## src/rtl/cau_pkg.sv

```systemverilog
// types, constants and saturation helpers of the complex arithmetic unit
package cau_pkg;

    localparam int DATA_WIDTH = 32;
    localparam int FRAC_BITS  = 16;
    localparam int INT_WIDTH  = 16;
    localparam int PW = 2 * DATA_WIDTH;
    localparam int SW = PW + 1;
    localparam int NW = PW + FRAC_BITS;
    localparam int AW = ((DATA_WIDTH > INT_WIDTH + FRAC_BITS) ?
                         DATA_WIDTH : INT_WIDTH + FRAC_BITS) + 1;
    localparam int MW = ((PW > AW) ? PW : AW) + 1;

    typedef enum logic [2:0] {
        FN_ADD  = 3'd0,
        FN_ADDI = 3'd1,
        FN_MUL  = 3'd2,
        FN_DIV  = 3'd3,
        FN_CONJ = 3'd4,
        FN_MOD  = 3'd5
    } func_t;

    typedef enum logic [1:0] {
        ST_OK   = 2'd0,
        ST_DIV0 = 2'd1,
        ST_SAT  = 2'd2
    } status_t;

    typedef enum logic [1:0] {
        K_SIMPLE = 2'd0,
        K_DIV    = 2'd1,
        K_MOD    = 2'd2
    } kind_t;

    typedef logic signed [DATA_WIDTH-1:0] data_t;

    typedef struct packed {
        logic [2:0]                   func;
        data_t                        a_re;
        data_t                        a_im;
        data_t                        b_re;
        data_t                        b_im;
        logic signed [INT_WIDTH-1:0]  int_addend;
    } in_word_t;

    typedef struct packed {
        data_t   res_re;
        data_t   res_im;
        status_t status;
    } out_word_t;

    typedef struct packed {
        logic  ovf;
        data_t val;
    } sat_t;

    // what travels beside the iterative datapath
    typedef struct packed {
        kind_t   kind;
        data_t   s_re;
        data_t   s_im;
        status_t s_st;
        logic    neg_re;
        logic    neg_im;
    } side_t;

    typedef struct packed {
        side_t           side;
        logic [PW-1:0]   den;
        logic [PW-1:0]   num_re;
        logic [PW-1:0]   num_im;
    } front_t;

    typedef struct packed {
        side_t                  side;
        logic [DATA_WIDTH-1:0]  q_re;
        logic [DATA_WIDTH-1:0]  q_im;
        logic                   ovf_re;
        logic                   ovf_im;
        logic [DATA_WIDTH-1:0]  root;
    } iter_out_t;

    // clamp a sign and magnitude to the signed data range
    function automatic sat_t sat_put(logic neg, logic [MW-1:0] mag);
        logic [MW-1:0] lim;
        sat_t          r;
        lim   = (MW'(1) << (DATA_WIDTH - 1)) - MW'(!neg);
        r.ovf = mag > lim;
        r.val = r.ovf ? lim[DATA_WIDTH-1:0] : mag[DATA_WIDTH-1:0];
        if (neg)
        begin
            r.val = -r.val;
        end
        return r;
    endfunction

    function automatic sat_t sat_val(logic signed [AW-1:0] v);
        logic [AW:0] ext;
        logic [AW:0] m;
        ext = {v[AW-1], v};
        m   = v[AW-1] ? -ext : ext;
        return sat_put(v[AW-1], MW'(m));
    endfunction

endpackage

```

## src/rtl/cau_back.sv

```systemverilog
// result select, sign and saturation, output register
module cau_back (
    input  logic               clk,
    input  logic               rst_n,
    input  logic               up_valid,
    output logic               up_ready,
    input  cau_pkg::iter_out_t up_data,
    output logic               dn_valid,
    input  logic               dn_stall,
    output cau_pkg::out_word_t dn_data
);
    import cau_pkg::*;

    out_word_t out_next, out_reg;
    logic      out_valid_reg;

    assign up_ready = !out_valid_reg || !dn_stall;
    assign dn_valid = out_valid_reg;
    assign dn_data  = out_reg;

    always_comb
    begin
        sat_t re_sat;
        sat_t im_sat;
        re_sat = '0;
        im_sat = '0;
        out_next.res_re = up_data.side.s_re;
        out_next.res_im = up_data.side.s_im;
        out_next.status = up_data.side.s_st;
        case (up_data.side.kind)
            K_SIMPLE:
            begin
            end
            K_DIV:
            begin
                // all ones is past any bound, so an early overflow clamps
                re_sat = sat_put(up_data.side.neg_re,
                                 up_data.ovf_re ? {MW{1'b1}} : MW'(up_data.q_re));
                im_sat = sat_put(up_data.side.neg_im,
                                 up_data.ovf_im ? {MW{1'b1}} : MW'(up_data.q_im));
                out_next.res_re = re_sat.val;
                out_next.res_im = im_sat.val;
                out_next.status = (re_sat.ovf || im_sat.ovf) ? ST_SAT : ST_OK;
            end
            K_MOD:
            begin
                re_sat = sat_put(1'b0, MW'(up_data.root));
                out_next.res_re = re_sat.val;
                out_next.res_im = '0;
                out_next.status = re_sat.ovf ? ST_SAT : ST_OK;
            end
            default:
            begin
            end
        endcase
    end

    always_ff @(posedge clk or negedge rst_n)
    begin
        if (!rst_n)
        begin
            out_valid_reg <= 1'b0;
        end
        else if (up_ready)
        begin
            out_valid_reg <= up_valid;
        end
    end

    always_ff @(posedge clk)
    begin
        if (up_ready)
        begin
            out_reg <= out_next;
        end
    end

endmodule

```

## config.mk

```make
export PLATFORM = sky130hd
export DESIGN_NAME = cau_back
export DESIGN_NICKNAME = d
export VERILOG_FILES = /design/src/rtl/cau_pkg.sv /design/src/rtl/cau_back.sv
export SDC_FILE = /design/constraint.sdc
export NUM_CORES = 1
export LEC_CHECK = 0
export ABC_CLOCK_PERIOD_IN_PS = 3700
export BUFFER_PORTS_ARGS = -buffer_cell sky130_fd_sc_hd__buf_4
export CAP_MARGIN = 25
export CORE_MARGIN = 2
export CORE_UTILIZATION = 33
export DETAILED_ROUTE_END_ITERATION = 8
export SETUP_SLACK_MARGIN = 0.5
export SLEW_MARGIN = 20
export SYNTH_ARGS = -nofsm -noshare
export SYNTH_HDL_FRONTEND = slang
export SYNTH_SLANG_ARGS = --single-unit
```

## constraint.sdc

```tcl
create_clock -name clk -period 3.7 [get_ports clk]
set_input_delay 0.185 -clock clk [delete_from_list [all_inputs] [get_ports clk]]
set_output_delay 0.185 -clock clk [all_outputs]
set_load 0.05 [all_outputs]
```

* Yosys cells after proc, flatten, opt, wreduce, memory -nomap -nowiden
Index checks and enable logic that the tools add are counted. Widths: inputs -> output; s select.
Storage, ports and cells: register bits 67, input bits 172, output and inout bits 68, word-level logic and storage cells 29
Cells by class: $add $sub $neg 4, magnitude comparators 3, eq/ne operators 2, multiplexer cells 10, reductions and logical operators 6
Operators by type and width (count):
- $mux 32 | 5
- $pmux 66 s2 | 1
- $gt 65x65->1 | 2
- $mux 65 | 2
- $sub 32x1->33 const A | 2
- $neg 32->32 | 2
- $gt 32x31->1 const B | 1
- $logic_not 1->1 | 4
- $mux 2 | 2
- $eq 2x1->1 const B | 1
- $eq 2x2->1 const B | 1
- $logic_or 1x1->1 | 2

* Logic depth before layout (Yosys ltp)
word-level depth 7, depth in mapped cells 21, depth with buffers taken out 17

* Least setup slack after synthesis
No wires, ideal clock.
path kind input port to flip-flop, from input port up_data[98] in the netlist's numbering, to register out_reg (netlist bit dn_data[30]), data pin, library setup time 0.256 ns, arrival time 4.424 ns, data required time 3.444 ns, slack -0.980 ns, stages on the path 20, buffers on the path 3, cells stage by stage inv_1 clkbuf_1 clkbuf_1 ha_1 nand4_1 or3_1 nor3_1 nand2_1 o22ai_1 clkbuf_1 nand2_1 o21ai_0 ha_1 or4b_4 nor4b_2 nand3_1 o41ai_1 xor2_1 nand2_1 a22o_1
RTL lines:
- from (decl) | line cau_back.sv:7 | input cau_pkg::iter_out_t up_data,
- to (signal assigned) | line cau_back.sv:74 | out_reg <= out_next;
- to (decl) | line cau_back.sv:14 | out_word_t out_next, out_reg;

==> results.sh <==
export IMPL_cts_buffers=9
export IMPL_cts_buffer_depth=2
export IMPL_cts_max_level=3
export IMPL_setup_viol=12
export IMPL_cp_max_fo=4
export IMPL_synth_cell_types=72
export IMPL_synth_seq_cells=67
export IMPL_rsz0062_at_grt="true"
export IMPL_dp_hpwl_mm=23.7
export IMPL_yosys_area_top_type="edfxtp_1"
export IMPL_port_buffers=239
export IMPL_whs_ns=0.0386
export IMPL_finClkSkew_ns=0.00593
export IMPL_cellPowerDensity_mw_per_mm2=282
export IMPL_first_pass_iters=5
export IMPL_cts_tree="yes"
export IMPL_ant_nets=0
export IMPL_synthTopCellsByArea="edfxtp_1 (27%), ha_1 (11%), o21ai_0 (6.7%), or2_2 (5.3%), nand2_1 (5.1%)"
export IMPL_synth_cells=919
export IMPL_async_reset_ff_share_pct=1.49
export IMPL_cp_start_kind="input pin"
export IMPL_route_detailed_drc=0
export IMPL_avgSynthCellArea_um2=8.08
export IMPL_violations="negative setup slack"
export IMPL_fmax_mhz=235
export IMPL_relSlewSlack_pct=35.6
export IMPL_grt_total_usage_pct=26.6
export IMPL_syn_area_mm2=0.00742
export IMPL_slew_violations=0
export IMPL_status="finished, violations left"
export IMPL_yosysWarningCount=0
export IMPL_die_area_mm2=0.0237
export IMPL_drive_gt1_share_pct=50.4
export IMPL_final_nets=1525
export IMPL_clkTransAtPathRegs_ns=0.06
export IMPL_die_w_um=154
export IMPL_vias=9051
export IMPL_fp_row_count=54
export IMPL_antenna_found_initial=1
export IMPL_drtIter0Drc=861
export IMPL_gp_congestion=0.908
export IMPL_postPlaceCellArea_mm2=0.0111
export IMPL_end_kind="register"
export IMPL_tightest_slew_ns=0.967
export IMPL_hold_viol=0
export IMPL_worstPathArrival_ns=4.35
export IMPL_leakagePower_nw=5.12
export IMPL_ios=240
export IMPL_syn2layout_area_growth_pct=71.3
export IMPL_synth_top_cell_area_share_pct=26.7
export IMPL_grt_first_pass_wirelength_mm=49.1
export IMPL_grt_overflow=0
export IMPL_peakVddDrop_mv=0.216
export IMPL_clkSinkCount=67
export IMPL_start_util_pct=33.8
export IMPL_finalCriticalPeriod_ns=4.25
export IMPL_syn_num_nets=1159
export IMPL_post_route_period_util_pct=115
export IMPL_synth_ff_type="edfxtp_1"
export IMPL_core_area_mm2=0.0220
export IMPL_worstSkewPairLatency_ns=0.34
export IMPL_cp_required_ns=3.80
export IMPL_post_drt_wl_per_cell_um=20.8
export IMPL_setup_ws_ns=-0.549
export IMPL_layout_common_cells="buf_4 (380), nand2_1 (94), o21ai_0 (86), edfxtp_1 (66), nor2_1 (57)"
export IMPL_first_global_vias=8536
export IMPL_hp_class="in -> reg"
export IMPL_die_y_um=154
export IMPL_synth_edf_count=66
export IMPL_final_common_cell="buf_4"
export IMPL_vias_per_cell=5.76
export IMPL_clock_root_buffer="clkbuf_16"
export IMPL_grt_max_degree=69
export IMPL_drt_total_wl_mm=32.6
export IMPL_max_cap_violations=0
export IMPL_path_class="in -> reg"
export IMPL_synth_seq_area_share_pct=27.0
export IMPL_design_area_mm2=0.0127
## critical path, cell delays in order
cell,delay [ns]
buf_8,0.09
or2_4,0.25
ha_4,0.27
nand4_1,0.21
nor4_4,0.35
buf_4,0.18
nand3b_1,0.10
nor4bb_4,0.18
o22a_1,0.26
mux2i_2,0.23
ha_2,0.21
or4b_4,0.48
nor4b_4,0.24
buf_4,0.16
nand3_4,0.09
o41ai_4,0.37
xor2_1,0.20
nand2_1,0.08
a22o_1,0.18
## worst paths after layout
path / depth (start not counted) / slack, ns / start / endpoint
min in group asynchronous: 2 / 0.16 / rst_n / dn_valid
worst min register to register: 2 / 1.19 / dn_valid / dn_valid
worst max-delay path: 19 / -0.55 / up_data[49] / dn_data[30]
worst min-delay path: 2 / 0.04 / up_valid / dn_valid
worst max register to register: 1 / 2.18 / dn_valid / dn_data[46]
max in group asynchronous: 2 / 3.46 / rst_n / dn_valid
## layer usage
metal / GRT usage [%] / share of wire (%)
met5: 0 / 0
met4: 9.30 / 3.4
met3: 4.48 / 8.5
met2: 40.5 / 43
met1: 37.8 / 45
## registers in the layout, indices dropped and copies added, names as in the netlist
name,flops
dn_valid,1
dn_data,66
## Yosys cell counts (9+ instances only)
library cell,instances
ha_1,68
nor3_1,24
clkbuf_1,49
a21oi_1,50
xor2_1,17
nand3_1,36
or2_2,63
o31ai_1,9
nor4_1,18
o21ai_0,100
a22o_1,13
o21a_1,9
nand4_1,21
nor2_1,63
buf_2,9
o211ai_1,15
a211oi_1,10
inv_1,15
nand2_1,101
a31oi_1,9
mux2_2,12
a21o_1,9
edfxtp_1,66
## layout make-up
cell class	instances	area, µm²
clock buffers	11	233
well taps	280	350
multi-input cells	773	6480
inverters	16	72.6
repair buffers	418	3520
diodes	1	2.50
clock inverters	5	55.1
fillers	1935	9240
flip-flops and latches	67	2010
## cells by family (layout without fill, tap and decap cells)
logic type / Yosys count / count (layout) / synth area share [%]
other: 0 / 1 / 0
flip-flops: 67 / 67 / 27.0
multiplexers: 18 / 18 / 2.63
adder cells (fa/ha/maj): 68 / 68 / 11.5
buffers and inverters: 80 / 450 / 4.40
AO/OA/AOI/OAI: 292 / 292 / 25.8
AND/OR/NAND/NOR: 374 / 375 / 26.3
XOR/XNOR: 20 / 20 / 2.36
## repair_timing
item	in CTS	in global routing
cloned	7	2
hold buffers	1	0
endpoints found under the hold margin	1	0
setup endpoints to repair	30	30
resized for setup	107	43
pin swaps	74	36
buffers inserted	20	10
## through the flow
step                setup TNS (ns)  cells  power [mW]  setup WS (ns)  util (%)
floorplan                    -6.44    919        1.90         -0.642         -
global placement            -12.19   1513        2.54         -0.812      50.7
detailed placement          -13.19   1514        2.55         -0.915      50.7
CTS                          -2.79   1558        3.54         -0.365      56.3
global route                 -7.26   1571        3.75         -0.683      57.9
finish                       -4.81   1571        3.59         -0.549      57.9
## where the power goes
group	internal [mW]	total [mW]	switching (mW)
sequential	0.956	0.994	0.0373
clock	0.520	0.866	0.346
combinational	0.723	1.73	1.01
(Power assumes the default switching activity.)
